File: src/hdl/dtfp_pkg.sv
`timescale 1ns / 1ps
// Shared types, character codes and small helpers for the decimal text to
// fixed point converter. Depends on nothing.
package dtfp_pkg;

    localparam int OUT_W = 48;
    localparam int REM_W = 30;

    localparam logic [7:0] CH_MINUS = 8'h2D;
    localparam logic [7:0] CH_PLUS  = 8'h2B;
    localparam logic [7:0] CH_POINT = 8'h2E;
    localparam logic [7:0] CH_ZERO  = 8'h30;
    localparam logic [7:0] CH_NINE  = 8'h39;
    localparam logic [7:0] CH_SPACE = 8'h20;
    localparam logic [7:0] CH_TAB   = 8'h09;
    localparam logic [7:0] CH_CR    = 8'h0D;

    localparam logic [OUT_W-1:0] POS_LIMIT = 48'h7FFF_FFFF_FFFF;
    localparam logic [OUT_W-1:0] NEG_LIMIT = 48'h8000_0000_0000;

    typedef struct packed {
        logic [7:0] ch;
        logic       first;
    } text_item_t;

    typedef struct packed {
        logic signed [OUT_W-1:0] value;
        logic                    overflow;
    } fixed_item_t;

    function automatic logic [REM_W-1:0] pow10(input logic [3:0] n);
        logic [REM_W-1:0] p;
        case (n)
            4'd0: p = 30'd1;
            4'd1: p = 30'd10;
            4'd2: p = 30'd100;
            4'd3: p = 30'd1000;
            4'd4: p = 30'd10000;
            4'd5: p = 30'd100000;
            4'd6: p = 30'd1000000;
            4'd7: p = 30'd10000000;
            4'd8: p = 30'd100000000;
            default: p = 30'd1000000000;
        endcase
        return p;
    endfunction

    function automatic logic is_blank(input logic [7:0] c);
        return (c == CH_SPACE) || (c >= CH_TAB && c <= CH_CR);
    endfunction

    function automatic logic is_digit(input logic [7:0] c);
        return (c >= CH_ZERO) && (c <= CH_NINE);
    endfunction

endpackage

File: src/hdl/decimal_text_to_fixed_point.sv
`timescale 1ns / 1ps
// Top level of the decimal text to fixed point converter: parser, shared
// restoring divider and output register. Depends on dtfp_pkg.
//
// The block reads a decimal number one character item at a time and returns
// it as signed fixed point with FRAC_BITS fraction bits, rounded to nearest
// with ties away from zero. An item with first set starts a new number and
// drops any unfinished one. Leading whitespace is skipped, then an optional
// sign, integer digits, an optional point and fraction digits are taken; the
// first character that cannot continue the number (NUL included) ends it and
// yields one result item. Fraction digits past MAX_FRAC_DIGITS are consumed
// and dropped. The mantissa and the result saturate, and either saturation
// sets overflow. Characters that continue a number are accepted without a stall. The
// character that ends a number starts the shared restoring divider, which
// forms one quotient bit per cycle, followed by a rounding step and a clamp
// step; no item is accepted during that time. A finished result waits in the
// output register while the next characters are accepted; only the clamp
// step of the following number waits for it to be taken.
module decimal_text_to_fixed_point
    import dtfp_pkg::*;
#(
    parameter int FRAC_BITS       = 16,
    parameter int MANT_BITS       = 40,
    parameter int MAX_FRAC_DIGITS = 9
)
(
    input  logic        clk,
    input  logic        rst_n,
    input  logic        text_valid,
    output logic        text_ready,
    input  text_item_t  text,
    output logic        result_valid,
    input  logic        result_ready,
    output fixed_item_t result
);

    localparam int QW    = MANT_BITS + FRAC_BITS;
    localparam int CW    = (QW + 1 > OUT_W) ? QW + 1 : OUT_W;
    localparam int CNT_W = $clog2(QW);
    localparam int MX_W  = MANT_BITS + 4;

    // Sequencer states.
    localparam logic [1:0] S_CHAR  = 2'd0;
    localparam logic [1:0] S_DIV   = 2'd1;
    localparam logic [1:0] S_ROUND = 2'd2;
    localparam logic [1:0] S_CLAMP = 2'd3;

    // Parse phases.
    localparam logic [1:0] PH_DONE = 2'd0;
    localparam logic [1:0] PH_LEAD = 2'd1;
    localparam logic [1:0] PH_INT  = 2'd2;
    localparam logic [1:0] PH_FRAC = 2'd3;

    logic [1:0]           state_reg, state_next;
    logic [1:0]           phase_reg, phase_next;
    logic                 negative_reg, negative_next;
    logic [MANT_BITS-1:0] mantissa_reg, mantissa_next;
    logic [3:0]           frac_count_reg, frac_count_next;
    logic                 saturated_reg, saturated_next;
    logic [QW-1:0]        dq_reg, dq_next;
    logic [REM_W-1:0]     rem_reg, rem_next;
    logic [REM_W-1:0]     div_reg, div_next;
    logic [CNT_W-1:0]     cnt_reg, cnt_next;
    logic [CW-1:0]        mag_reg, mag_next;
    logic                 result_valid_reg, result_valid_next;
    fixed_item_t          result_reg, result_next;

    // Values seen by the current character once a start mark is applied.
    logic [1:0]           phase_eff;
    logic                 negative_eff;
    logic [MANT_BITS-1:0] mantissa_eff;
    logic [3:0]           frac_eff;
    logic                 saturated_eff;

    logic [MX_W-1:0]      m_ext;
    logic [MX_W-1:0]      m10;
    logic                 sat_hit;
    logic [MANT_BITS-1:0] m_digit;
    logic                 frac_full;
    logic                 finish;

    logic [1:0]           c_phase;
    logic                 c_negative;
    logic [MANT_BITS-1:0] c_mantissa;
    logic [3:0]           c_frac;
    logic                 c_saturated;

    logic [REM_W:0]       trial;
    logic                 trial_ge;
    logic [REM_W:0]       trial_diff;
    logic                 round_up;
    logic [CW-1:0]        limit;
    logic                 too_big;
    logic [OUT_W-1:0]     mag_clamped;

    // Character parser: the effect of one character on the parse state.
    always_comb
    begin
        phase_eff     = text.first ? PH_LEAD : phase_reg;
        negative_eff  = text.first ? 1'b0 : negative_reg;
        mantissa_eff  = text.first ? '0 : mantissa_reg;
        frac_eff      = text.first ? 4'd0 : frac_count_reg;
        saturated_eff = text.first ? 1'b0 : saturated_reg;

        m_ext   = MX_W'(mantissa_eff);
        m10     = (m_ext << 3) + (m_ext << 1) + MX_W'(text.ch - CH_ZERO);
        sat_hit = |m10[MX_W-1:MANT_BITS];
        m_digit = sat_hit ? '1 : m10[MANT_BITS-1:0];
        frac_full = (frac_eff >= 4'(MAX_FRAC_DIGITS));

        c_phase     = phase_eff;
        c_negative  = negative_eff;
        c_mantissa  = mantissa_eff;
        c_frac      = frac_eff;
        c_saturated = saturated_eff;
        finish      = 1'b0;

        case (phase_eff)
            PH_LEAD:
            begin
                if (is_blank(text.ch))
                begin
                    c_phase = PH_LEAD;
                end
                else if (text.ch == CH_MINUS || text.ch == CH_PLUS)
                begin
                    c_negative = (text.ch == CH_MINUS);
                    c_phase    = PH_INT;
                end
                else if (is_digit(text.ch))
                begin
                    c_mantissa  = m_digit;
                    c_saturated = saturated_eff | sat_hit;
                    c_phase     = PH_INT;
                end
                else if (text.ch == CH_POINT)
                begin
                    c_phase = PH_FRAC;
                end
                else
                begin
                    finish = 1'b1;
                end
            end
            PH_INT:
            begin
                if (is_digit(text.ch))
                begin
                    c_mantissa  = m_digit;
                    c_saturated = saturated_eff | sat_hit;
                end
                else if (text.ch == CH_POINT)
                begin
                    c_phase = PH_FRAC;
                end
                else
                begin
                    finish = 1'b1;
                end
            end
            PH_FRAC:
            begin
                if (is_digit(text.ch))
                begin
                    if (!frac_full)
                    begin
                        c_mantissa  = m_digit;
                        c_saturated = saturated_eff | sat_hit;
                        c_frac      = frac_eff + 4'd1;
                    end
                end
                else
                begin
                    finish = 1'b1;
                end
            end
            default:
            begin
                c_phase = PH_DONE;
            end
        endcase

        if (finish)
        begin
            c_phase = PH_DONE;
        end
    end

    // Shared divider step, rounding and clamp arithmetic.
    always_comb
    begin
        trial       = {rem_reg, dq_reg[QW-1]};
        trial_ge    = (trial >= {1'b0, div_reg});
        trial_diff  = trial - {1'b0, div_reg};
        round_up    = ({rem_reg, 1'b0} >= {1'b0, div_reg});
        limit       = negative_reg ? CW'(NEG_LIMIT) : CW'(POS_LIMIT);
        too_big     = (mag_reg > limit);
        mag_clamped = too_big ? limit[OUT_W-1:0] : mag_reg[OUT_W-1:0];
    end

    // Sequencer.
    always_comb
    begin
        state_next        = state_reg;
        phase_next        = phase_reg;
        negative_next     = negative_reg;
        mantissa_next     = mantissa_reg;
        frac_count_next   = frac_count_reg;
        saturated_next    = saturated_reg;
        dq_next           = dq_reg;
        rem_next          = rem_reg;
        div_next          = div_reg;
        cnt_next          = cnt_reg;
        mag_next          = mag_reg;
        result_next       = result_reg;
        result_valid_next = result_valid_reg;

        if (result_valid_reg && result_ready)
        begin
            result_valid_next = 1'b0;
        end

        case (state_reg)
            S_CHAR:
            begin
                if (text_valid)
                begin
                    phase_next      = c_phase;
                    negative_next   = c_negative;
                    mantissa_next   = c_mantissa;
                    frac_count_next = c_frac;
                    saturated_next  = c_saturated;
                    if (finish)
                    begin
                        dq_next    = QW'(mantissa_eff) << FRAC_BITS;
                        rem_next   = '0;
                        div_next   = pow10(frac_eff);
                        cnt_next   = CNT_W'(QW - 1);
                        state_next = S_DIV;
                    end
                end
            end
            S_DIV:
            begin
                dq_next  = {dq_reg[QW-2:0], trial_ge};
                rem_next = trial_ge ? trial_diff[REM_W-1:0] : trial[REM_W-1:0];
                cnt_next = cnt_reg - 1'b1;
                if (cnt_reg == '0)
                begin
                    state_next = S_ROUND;
                end
            end
            S_ROUND:
            begin
                mag_next   = CW'(dq_reg) + CW'(round_up);
                state_next = S_CLAMP;
            end
            S_CLAMP:
            begin
                if (!result_valid_reg || result_ready)
                begin
                    result_next.value    = negative_reg ? $signed(-mag_clamped)
                                                        : $signed(mag_clamped);
                    result_next.overflow = saturated_reg | too_big;
                    result_valid_next    = 1'b1;
                    state_next           = S_CHAR;
                end
            end
            default:
            begin
                state_next = S_CHAR;
            end
        endcase
    end

    always_ff @(posedge clk or negedge rst_n)
    begin
        if (!rst_n)
        begin
            state_reg        <= S_CHAR;
            phase_reg        <= PH_DONE;
            negative_reg     <= 1'b0;
            mantissa_reg     <= '0;
            frac_count_reg   <= 4'd0;
            saturated_reg    <= 1'b0;
            result_valid_reg <= 1'b0;
        end
        else
        begin
            state_reg        <= state_next;
            phase_reg        <= phase_next;
            negative_reg     <= negative_next;
            mantissa_reg     <= mantissa_next;
            frac_count_reg   <= frac_count_next;
            saturated_reg    <= saturated_next;
            result_valid_reg <= result_valid_next;
        end
    end

    always_ff @(posedge clk)
    begin
        dq_reg     <= dq_next;
        rem_reg    <= rem_next;
        div_reg    <= div_next;
        cnt_reg    <= cnt_next;
        mag_reg    <= mag_next;
        result_reg <= result_next;
    end

    assign text_ready   = (state_reg == S_CHAR);
    assign result_valid = result_valid_reg;
    assign result       = result_reg;

    // The kept fraction digit count never passes its limit.
    a_frac_limit: assert property (@(posedge clk) disable iff (!rst_n)
        frac_count_reg <= 4'(MAX_FRAC_DIGITS))
        else $error("fraction digit count above limit");

    // The divisor is a nonzero power of ten while the divider runs.
    a_div_nonzero: assert property (@(posedge clk) disable iff (!rst_n)
        (state_reg == S_DIV) |-> (div_reg != '0))
        else $error("zero divisor in divider");

    // Rounding follows the last divider step only.
    a_round_after_div: assert property (@(posedge clk) disable iff (!rst_n)
        (state_reg == S_ROUND) |-> ($past(state_reg) == S_DIV && $past(cnt_reg) == '0))
        else $error("rounding entered early");

    // A new result item appears only out of the clamp cycle.
    a_result_source: assert property (@(posedge clk) disable iff (!rst_n)
        $rose(result_valid_reg) |-> ($past(state_reg) == S_CLAMP))
        else $error("result raised outside clamp");

    // A finished number always leaves the parser in the done phase.
    a_done_after_finish: assert property (@(posedge clk) disable iff (!rst_n)
        (state_reg == S_CHAR && text_valid && finish) |=> (phase_reg == PH_DONE))
        else $error("parse not closed after end of number");

endmodule
File: config.mk
export PLATFORM = sky130hd
export DESIGN_NAME = decimal_text_to_fixed_point
export DESIGN_NICKNAME = d
export VERILOG_FILES = /design/src/hdl/dtfp_pkg.sv /design/src/hdl/decimal_text_to_fixed_point.sv
export SDC_FILE = /design/constraint.sdc
export NUM_CORES = 1
export LEC_CHECK = 0
export ABC_AREA = 1
export BUFFER_PORTS_ARGS = -buffer_cell sky130_fd_sc_hd__buf_2
export CAP_MARGIN = 20
export CORE_MARGIN = 3
export CORE_UTILIZATION = 35
export CTS_BUF_LIST = sky130_fd_sc_hd__clkbuf_2 sky130_fd_sc_hd__clkbuf_4 sky130_fd_sc_hd__clkbuf_8
export DETAILED_ROUTE_END_ITERATION = 7
export PLACE_DENSITY = 0.5
export RECOVER_POWER = 100
export SETUP_SLACK_MARGIN = 0.5
export SYNTH_ARGS = -nofsm -noshare
export SYNTH_HDL_FRONTEND = slang
export SYNTH_SLANG_ARGS = --single-unit
File: constraint.sdc
create_clock -name clk -period 8.6 [get_ports clk]
set_clock_uncertainty 0.2 [all_clocks]
set_input_delay 0.43 -clock clk [delete_from_list [all_inputs] [get_ports clk]]
set_output_delay 0.43 -clock clk [all_outputs]
set_load 0.02 [all_outputs]
==> results of run 1 <==
[repair_timing]
action	4_1_cts	5_1_grt
hold endpoints to repair	52	0
gates resized for setup	0	0
hold buffers	2	0
[cell usage in the layout (no fill, tap or decap), types with 4 or more instances in the layout]
cell        n
a21o_1      9
clkbuf_4   20
dfrtp_1    50
nand2_1   667
o211ai_1    5
a211oi_1    6
nor4_1     16
o21a_1      4
o221ai_1   14
nor3_1     46
o21ai_1     4
edfxtp_1  221
clkinv_1   12
a21boi_0    4
clkbuf_1   57
o22ai_1     5
nand3_1   141
nor2_1    265
clkbuf_8   56
nand2_4     7
fa_1       40
o21ai_0   189
nand4_1    50
o21bai_1    7
inv_1     371
or2_2       8
xor2_1     79
a22oi_1     9
xnor2_1    28
ha_1      142
a21oi_1   166
nor2_2     11
buf_4      11
a31oi_1    22
buf_2      11
[worst max-delay path: stages (launching register included)]
cell,delay (ps)
dfrtp_4,400
buf_4,790
ha_1,320
nand2_1,80
nor2_1,100
nand4_1,110
nor2_1,230
nand2_1,80
nand3_1,120
nand2_1,70
nand2_1,100
nand2_1,1130
nand2_1,500
nand2_1,200
inv_1,120
ha_1,190
nand2_1,60
nor2_1,170
inv_1,90
nor2_1,240
nand3_1,220
nand2_1,340
nand3_1,110
o21ai_0,110
inv_1,60
[worst paths after layout]
path                                    endpoint  cells past startpoint
max in group asynchronous           negative_reg                      3
worst max-delay path                  result[21]                     24
worst min-delay path             mantissa_reg[0]                      5
worst max register to register        result[21]                     24
min in group asynchronous       mantissa_reg[34]                      3
worst min register to register   mantissa_reg[1]                      2
[where the power goes]
part	switching [mW]	leakage, nW	internal [mW]
registers	0.326	2.60	2.17
clock network	0.572	0.571	0.774
logic	2.20	6.85	1.00
total	3.10	10.0	3.95
[final cells by class]
cell class / instances / area [um^2]
timing repair buffer: 81 / 372
clock inverter: 15 / 155
inverter: 377 / 1420
fill: 6266 / 36200
antenna: 1 / 2.50
clock buffer: 76 / 921
tap: 773 / 967
sequential: 272 / 7920
multi-input combinational: 1979 / 11300
[cells in the mapped netlist, types with 28 or more instances]
library cell	count
nand3_1	142
clkbuf_1	37
xor2_1	79
nor3_1	45
edfxtp_1	221
dfrtp_1	51
inv_1	371
o21ai_0	187
nand2_1	657
xnor2_1	28
fa_1	40
nand4_1	49
nor2_1	254
a21oi_1	167
ha_1	142
[per-layer routing]
metal,vias up,share of wire (%)
li1,9128,-
met1,8439,49
met3,102,4.2
met5,-,0
met2,396,44
met4,0,2.8
[stage by stage]
step | area, um^2 | hold slack [ps] | std cells | total power [mW]
floorplan | 21000 | -65.6 | 2691 | 4.80
global placement | 22100 | 266 | 3479 | 5.66
detailed placement | 22100 | 269 | 3479 | 5.70
CTS | 23200 | 43.9 | 3572 | 7.09
global route | 23000 | 106 | 3574 | 7.66
finish | 23000 | 117 | 3574 | 7.05
[cells by family after synthesis]
group | after synthesis
AO/OA/AOI/OAI | 459
XOR/XNOR | 107
adder cells (fa/ha/maj) | 182
buffers and inverters | 440
flip-flops | 272
multiplexers | 1
AND/OR/NAND/NOR | 1230
==> flow_metrics.env, run 1 <==
export IMPL_synth_edf_count=221
export IMPL_die_w_um=251
export IMPL_min_period_ps=6490
export IMPL_grt_util_met3_pct=2.27
export IMPL_grt_use_met1_pct=26.4
export IMPL_syn_area_um2=21000
export IMPL_via_count=18100
export IMPL_drc=0
export IMPL_cap_viol_max_count=6
export IMPL_fin_crit_sh_pct=75.5
export IMPL_synth_area_top_cells="edfxtp_1, nand2_1, ha_1"
export IMPL_tightestPinTransition_ps=3560
export IMPL_worstPathArrival_ps=6660
export IMPL_post_route_util_pct=38.9
export IMPL_vias_per_cell=5.05
export IMPL_die_y_um=251
export IMPL_maxSlewViolCount=338
export IMPL_largest_reg_flops=57
export IMPL_cts_inserted_buffers=49
export IMPL_required_ps=8780
export IMPL_finalWorstSetupSlack_ps=2110
export IMPL_cts_tree="done"
export IMPL_slew_headroom_pct=-138
export IMPL_io_pins=64
export IMPL_min_path_type="in -> reg"
export IMPL_setup_viol=0
export IMPL_leakagePower_nw=10.0
export IMPL_synth_top_family_by_area="simple AND/OR/NAND/NOR gates"
export IMPL_fmax_ghz=0.154
export IMPL_worst_path_max_fanout=85
export IMPL_ys_seq_area_share_pct=37.6
export IMPL_drive_gt1_share_pct=5.29
export IMPL_synthArstFlopShare_pct=18.8
export IMPL_wirelength_mm=59.0
export IMPL_grt_use_met2_pct=29.8
export IMPL_grt_pass1_wl_mm=94.3
export IMPL_grt_max_degree=86
export IMPL_worstSetupPathType="reg -> reg"
export IMPL_dp_slack_ps=3030
export IMPL_grt_util_all_layers_pct=18.6
export IMPL_grt_busiest_layer="met2"
export IMPL_syn_area_per_cell_um2=7.82
export IMPL_grt_pass1_vias=17400
export IMPL_violations="max-capacitance violations, max-slew violations"
export IMPL_cts_sinks=272
export IMPL_synthCells=2691
export IMPL_cts_buffer_depth=3
export IMPL_avgRoutedWirePerCell_um=16.5
export IMPL_postRouteAntennaNets=0
export IMPL_drt_iter0_markers=1233
export IMPL_clock_latency_ps=630
export IMPL_p_per_area_nw_per_um2=306
export IMPL_rsz0062_at_grt="no"
export IMPL_first_pass_iters=6
export IMPL_synth_distinct_cells=62
export IMPL_post_cts_repair_setup_buffers=0
export IMPL_grt_overflow=0
export IMPL_synth_xor_area_share_pct=4.46
export IMPL_ys_warnings_count=0
export IMPL_row_count=89
export IMPL_h_tree_depth=2
export IMPL_synthMuxAreaShare_pct=0.0535
export IMPL_cts_root_buf="clkbuf_8"
export IMPL_r2r_slack_ps=2110
export IMPL_gp_congestion=0.905
export IMPL_placement_io_buffers=63
export IMPL_end_kind="flop"
export IMPL_clk_pin_slew_ps=60
export IMPL_core_area_um2=59200
export IMPL_crit_reg2reg_launch="negative_reg"
export IMPL_crit_start="negative_reg"
export IMPL_synth_top_cell_by_area="edfxtp_1"
export IMPL_hpwlAfterDp_mm=46.2
export IMPL_area_growth_pct=9.52
export IMPL_synth_top_cell_area_share_pct=31.6
export IMPL_yosys_area_share_simple_pct=25.2
export IMPL_synth_nets=2886
export IMPL_synth_compound_gate_area_share_pct=12.1
export IMPL_hold_path_startpoint="text[1]"
export IMPL_fin_nets=2955
export IMPL_cp_start_kind="flop"
export IMPL_initial_utilization_pct=35.5
export IMPL_ys_ff_latch=272
export IMPL_ir_drop_uv=145
export IMPL_synth_fa_ha_area_share_pct=12.3
export IMPL_hold_viol=0
export IMPL_status="complete, but fails checks"
export IMPL_synth_flop_cell="edfxtp_1"
export IMPL_die_area_um2=63100
export IMPL_tns_ps=0
export IMPL_antenna_found_initial=1
(Power assumes the default switching activity.)
==> run 2: changes to the inputs <==
--- a/config.mk
+++ b/config.mk
@@ -12,7 +12,7 @@
 export CORE_UTILIZATION = 35
 export CTS_BUF_LIST = sky130_fd_sc_hd__clkbuf_2 sky130_fd_sc_hd__clkbuf_4 sky130_fd_sc_hd__clkbuf_8
 export DETAILED_ROUTE_END_ITERATION = 7
-export PLACE_DENSITY = 0.5
+export PLACE_DENSITY = 0.52
 export RECOVER_POWER = 100
 export SETUP_SLACK_MARGIN = 0.5
 export SYNTH_ARGS = -nofsm -noshare
==> constraint.sdc (replaced) <==
create_clock -name clk -period 5.7 [get_ports clk]
set_clock_uncertainty 0.2 [all_clocks]
set_input_delay 0.285 -clock clk [delete_from_list [all_inputs] [get_ports clk]]
set_output_delay 0.285 -clock clk [all_outputs]
set_load 0.02 [all_outputs]
==> flow_metrics.env, run 2 (synthesis gave the netlist of run 1 again) <==
export IMPL_status="complete, but fails checks"
export IMPL_violations="max-capacitance violations, max-slew violations"
export IMPL_cp_start_kind="flop"
export IMPL_slew_headroom_pct=-117
export IMPL_io_pins=64
export IMPL_fin_nets=2964
export IMPL_grt_max_degree=93
export IMPL_ff2ff_path_depth=19
export IMPL_end_kind="flop"
export IMPL_largest_reg_flops=57
export IMPL_fin_crit_sh_pct=87.3
export IMPL_critPathCapture="result[21]"
export IMPL_crit_buf_inv=3
export IMPL_finalNonFillerCells=3582
export IMPL_final_cell_mix="nand2_1, inv_1, nor2_1, edfxtp_1, o21ai_0"
export IMPL_grt_util_all_layers_pct=18.4
export IMPL_min_path_type="in -> reg"
export IMPL_final_common_cell="nand2_1"
export IMPL_antenna_found_initial=1
export IMPL_stdcell_area_um2=23000
export IMPL_worstPathArrival_ps=5130
export IMPL_r2r_slack_ps=720
export IMPL_hold_buffers=6
export IMPL_row_count=89
export IMPL_clk_pin_slew_ps=60
export IMPL_postRouteAntennaNets=0
export IMPL_min_period_ps=4980
export IMPL_cts_buffer_depth=3
export IMPL_drt_iter0_markers=1290
export IMPL_worstSetupPathType="reg -> reg"
export IMPL_power_mw=10.5
export IMPL_drc=0
export IMPL_cp_common_cell="nand2_1"
export IMPL_cts_root_buf="clkbuf_8"
export IMPL_drive_gt1_share_pct=5.16
export IMPL_vias_per_cell=5.10
export IMPL_gp_congestion=0.943
export IMPL_fmax_ghz=0.201
export IMPL_area_growth_pct=9.54
export IMPL_die_y_um=251
export IMPL_path_depth=19
export IMPL_postCtsResizedCells=0
export IMPL_grt_pass1_vias=17700
export IMPL_grt_overflow=0
export IMPL_placement_io_buffers=63
export IMPL_die_area_um2=63100
export IMPL_die_w_um=251
export IMPL_crit_start="negative_reg"
export IMPL_first_pass_iters=8
export IMPL_setup_viol=0
export IMPL_register_area_um2=7920
export IMPL_hold_viol=0
export IMPL_cts_sinks=272
export IMPL_via_count=18300
export IMPL_leakagePower_nw=9.99
export IMPL_cap_viol_max_count=6
export IMPL_place_area_um2=22200
export IMPL_tightestPinTransition_ps=3250
export IMPL_multi_input_area_um2=11300
export IMPL_grt_pass1_wl_mm=94.1
export IMPL_initial_utilization_pct=35.5
export IMPL_hpwlAfterDp_mm=45.8
export IMPL_placedCellCount=3484
export IMPL_cts_tree="done"
export IMPL_clock_latency_ps=630
export IMPL_maxSlewViolCount=304
export IMPL_ir_drop_uv=378
export IMPL_wirelength_mm=58.5
export IMPL_worst_path_max_fanout=41
export IMPL_post_route_util_pct=38.9
export IMPL_critPathTopFamily="simple AND/OR/NAND/NOR gates"
export IMPL_core_area_um2=59200
export IMPL_nFillCells=6232
export IMPL_p_per_area_nw_per_um2=455
export IMPL_h_tree_depth=2
export IMPL_tns_ps=0
export IMPL_slowest_stage="dfrtp_4"
export IMPL_crit_reg2reg_launch="negative_reg"
export IMPL_cts_inserted_buffers=48
export IMPL_required_ps=5850
export IMPL_r2r_end="result[21]"
export IMPL_critical_path_cell_chain="buf_4 -> ha_1 -> a21oi_1 -> o21ai_0 -> nor2_1 -> nand2_1 -> a21oi_1 -> nand2_2 -> nand3_2 -> clkbuf_1 -> nand2_1 -> nor2_1 -> nand2_1 -> nor2_1 -> nand3_1 -> nand2_1 -> nand3_1 -> o21ai_0 -> inv_1"
export IMPL_post_cts_repair_setup_buffers=0
export IMPL_critPathMaxStageDelay_ps=770
export IMPL_avgRoutedWirePerCell_um=16.3
export IMPL_rsz0062_at_grt="no"
==> run 2: worst reg2reg max path, stage by stage, from the launching register on <==
cell and delay, ps:
dfrtp_4 770, buf_4 420, ha_1 310, a21oi_1 130, o21ai_0 120, nor2_1 140, nand2_1 100, a21oi_1 170
nand2_2 110, nand3_2 140, clkbuf_1 610, nand2_1 230, nor2_1 180, nand2_1 60, nor2_1 190, nand3_1 200
nand2_1 330, nand3_1 100, o21ai_0 100, inv_1 60
==> run 2: worst min path at each step <==
stage               startpoint                end  slack, ps  cells past startpoint
6_report               text[3]    mantissa_reg[2]        200                      5
5_1_grt                text[6]       negative_reg        210                      6
4_1_cts                  rst_n   mantissa_reg[31]        110                      3
3_5_place_dp             rst_n   mantissa_reg[38]        270                      2
3_3_place_gp   mantissa_reg[1]    mantissa_reg[1]        260                      2
2_1_floorplan            rst_n  frac_count_reg[0]       -210                      0
==> run 2: through the flow <==
step / worst slack, ps / hold slack (ps)
6_report: 723 / 199
5_1_grt: 297 / 205
4_1_cts: 956 / 109
3_5_place_dp: 724 / 267
3_3_place_gp: 755 / 264
2_1_floorplan: 563 / -211
==> run 2: area by class of cell <==
class / count / share of cell area (%)
Tap cell: 773 / 4.20
Multi-Input combinational cell: 1979 / 49.0
Sequential cell: 272 / 34.4
Clock buffer: 65 / 3.56
Clock inverter: 24 / 0.771
Antenna cell: 1 / 0.0109
Timing Repair Buffer: 91 / 1.97
Inverter: 377 / 6.14
==> run 2: report_power, final <==
group | switching, mW | internal (mW) | total, mW
registers | 0.515 | 3.29 | 3.80
clock network | 0.854 | 1.03 | 1.88
logic | 3.32 | 1.49 | 4.80
==> run 2: per-layer routing <==
metal | global-route usage, % | routed length [um] | up-vias
met4 | 6.45 | 1910 | 0
li1 | - | - | 9147
met5 | 0 | 0 | -
met2 | 28.7 | 25400 | 504
met3 | 2.72 | 3050 | 110
met1 | 26.1 | 28100 | 8491
==> run 3: changes to the inputs <==
--- a/config.mk
+++ b/config.mk
@@ -12,8 +12,8 @@
 export CORE_UTILIZATION = 35
 export CTS_BUF_LIST = sky130_fd_sc_hd__clkbuf_2 sky130_fd_sc_hd__clkbuf_4 sky130_fd_sc_hd__clkbuf_8
 export DETAILED_ROUTE_END_ITERATION = 7
+export GPL_ROUTABILITY_DRIVEN = 0
 export PLACE_DENSITY = 0.52
-export RECOVER_POWER = 100
 export SETUP_SLACK_MARGIN = 0.5
 export SYNTH_ARGS = -nofsm -noshare
 export SYNTH_HDL_FRONTEND = slang
==> flow_metrics.env, run 3 (synthesis gave the netlist of run 1 again) <==
export IMPL_status="finished, final reports clean"
export IMPL_cts_root_buf="clkbuf_8"
export IMPL_placement_io_buffers=63
export IMPL_dp_slack_ps=744
export IMPL_grt_use_met2_pct=28.3
export IMPL_area_growth_pct=11.6
export IMPL_tightestPinTransition_ps=998
export IMPL_r2r_end="mag_reg[50]"
export IMPL_cp_start_kind="input pin"
export IMPL_grt_overflow=0
export IMPL_grt_util_met3_pct=3.12
export IMPL_cp_common_cell="nand2_1"
export IMPL_core_area_um2=59200
export IMPL_leakagePower_nw=10.2
export IMPL_drive_gt1_share_pct=8.75
export IMPL_crit_buf_inv=5
export IMPL_final_common_cell="nand2_1"
export IMPL_critical_path_cell_chain="dlygate4sd3_1 -> buf_2 -> buf_4 -> nor2_1 -> fa_1 -> ha_1 -> a21oi_1 -> inv_1 -> a31oi_1 -> o21ai_0 -> a21oi_1 -> nand2_1 -> nand2_1 -> nand2_1 -> nand2_1 -> nand2_1 -> nor2_1 -> nand2_1 -> buf_4 -> a21oi_1 -> o221ai_1"
export IMPL_clock_latency_ps=630
export IMPL_hold_viol=0
export IMPL_drt_iter0_markers=1378
export IMPL_min_path_type="in -> async"
export IMPL_h_tree_depth=2
export IMPL_fin_crit_sh_pct=86.4
export IMPL_required_ps=5980
export IMPL_final_cell_mix="nand2_1, inv_1, nor2_1, edfxtp_1, o21ai_0"
export IMPL_grt_use_met1_pct=25.3
export IMPL_min_period_ps=4920
export IMPL_slowest_stage="dlygate4sd3_1"
export IMPL_crit_reg2reg_launch="rem_reg[16]"
export IMPL_end_kind="flop"
export IMPL_critPathMaxStageDelay_ps=540
export IMPL_critPathTopFamily="buffers and inverters"
export IMPL_setup_viol=0
export IMPL_worstPathArrival_ps=5200
export IMPL_drc=0
export IMPL_ff2ff_path_depth=24
export IMPL_row_count=89
export IMPL_postRouteAntennaNets=0
export IMPL_grt_busiest_layer="met2"
export IMPL_fin_nets=2966
export IMPL_clk_pin_slew_ps=60
export IMPL_initial_utilization_pct=35.5
export IMPL_p_per_area_nw_per_um2=458
export IMPL_grt_max_degree=87
export IMPL_die_area_um2=63100
export IMPL_slew_headroom_pct=33.4
export IMPL_finalWorstSetupSlack_ps=776
export IMPL_largest_reg_flops=57
export IMPL_first_pass_iters=6
export IMPL_critPathCapture="mantissa_reg[21]"
export IMPL_tns_ps=0
export IMPL_via_count=18200
export IMPL_io_pins=64
export IMPL_cts_buffer_depth=3
export IMPL_rsz0062_at_grt="no"
export IMPL_cts_sinks=272
export IMPL_wirelength_mm=57.3
export IMPL_avgRoutedWirePerCell_um=16.0
export IMPL_cap_viol_max_count=0
export IMPL_cts_tree="done"
export IMPL_hpwlAfterDp_mm=44.7
export IMPL_fmax_ghz=0.203
export IMPL_antenna_found_initial=2
export IMPL_power_mw=10.7
export IMPL_die_y_um=251
export IMPL_crit_start="text[0]"
export IMPL_die_w_um=251
export IMPL_grt_pass1_vias=17700
export IMPL_grt_pass1_wl_mm=93.0
export IMPL_cts_inserted_buffers=51
export IMPL_grt_util_all_layers_pct=18.0
export IMPL_ir_drop_uv=278
export IMPL_worst_path_max_fanout=28
export IMPL_vias_per_cell=5.09
export IMPL_worstSetupPathType="in -> reg"
export IMPL_maxSlewViolCount=0
export IMPL_r2r_slack_ps=940
export IMPL_path_depth=21
run 3: changes by cell type in the layout (fill, tap and decap cells not counted), sizes merged:
cell	change
dlygate4sd3	+1
buf	+61
clkinvlp	-4
bufinv	+4
clkbuf	-59
inv	+1
run 3: per-stage QoR:
step	util, %	cell area [um^2]	hold WS [ps]	cells
3_5_place_dp	37.5	22200	265	3482
2_1_floorplan	-	21000	-211	2691
5_1_grt	39.6	23500	160	3586
3_3_place_gp	37.5	22200	265	3482
4_1_cts	39.5	23400	118	3583
6_report	39.6	23500	135	3586
run 3: where the power goes:
part / switching [mW] / internal, mW / leakage, nW / total, mW
combinational: 3.32 / 1.55 / 7.02 / 4.87
clock: 0.852 / 1.26 / 0.608 / 2.12
sequential: 0.514 / 3.25 / 2.60 / 3.76
run 3: how the worst min path moves through the flow:
stage                     startpoint           endpoint  slack [ps]  cells after the start
floorplan                      rst_n  frac_count_reg[0]        -210                      0
global route                   rst_n   mantissa_reg[31]         160                      3
detailed placement             rst_n   mantissa_reg[34]         270                      2
CTS                          text[3]    mantissa_reg[2]         120                      5
global placement    mantissa_reg[27]   mantissa_reg[27]         260                      2
finish                         rst_n   mantissa_reg[34]         130                      3
run 3: area by class of cell:
| class | instances | area [um^2] |
|---|---|---|
| repair buffers | 90 | 601 |
| multi-input cells | 1979 | 11400 |
| diodes | 1 | 2.50 |
| clock inverters | 25 | 282 |
| inverters | 377 | 1420 |
| flip-flops and latches | 272 | 7920 |
| fillers | 6112 | 35800 |
| well taps | 773 | 967 |
| clock buffers | 69 | 868 |
run 3: timing repair:
item / CTS / global route
endpoints found under the hold margin: 61 / 0
endpoints found under the setup margin: 0 / 6
setup buffers: 0 / 0
hold buffers: 7 / 0
resized for setup: 0 / 1
run 3: worst reg2reg max path, stage by stage (launching register included):
cell and delay [ps]:
edfxtp_1 390, ha_1 390, nand2_1 140, o21ai_0 280, a21oi_1 140, o221ai_1 170
a21oi_1 90, nand2_1 130, ha_1 240, ha_1 210, nand3_1 170, inv_1 110
nand2_2 90, nor2_2 150, inv_2 70, nor2_2 120, nand2_1 120, nor2_2 150
nand4_2 170, nor4_2 280, nand2_1 140, inv_1 110, nand2_1 100, nor4_2 220
xor2_1 100
run 3: routing by layer:
metal,vias up,part of all wire (%)
met5,-,0.021
li1,9158,-
met4,2,2.9
met2,479,44
met3,115,5.2
met1,8481,48
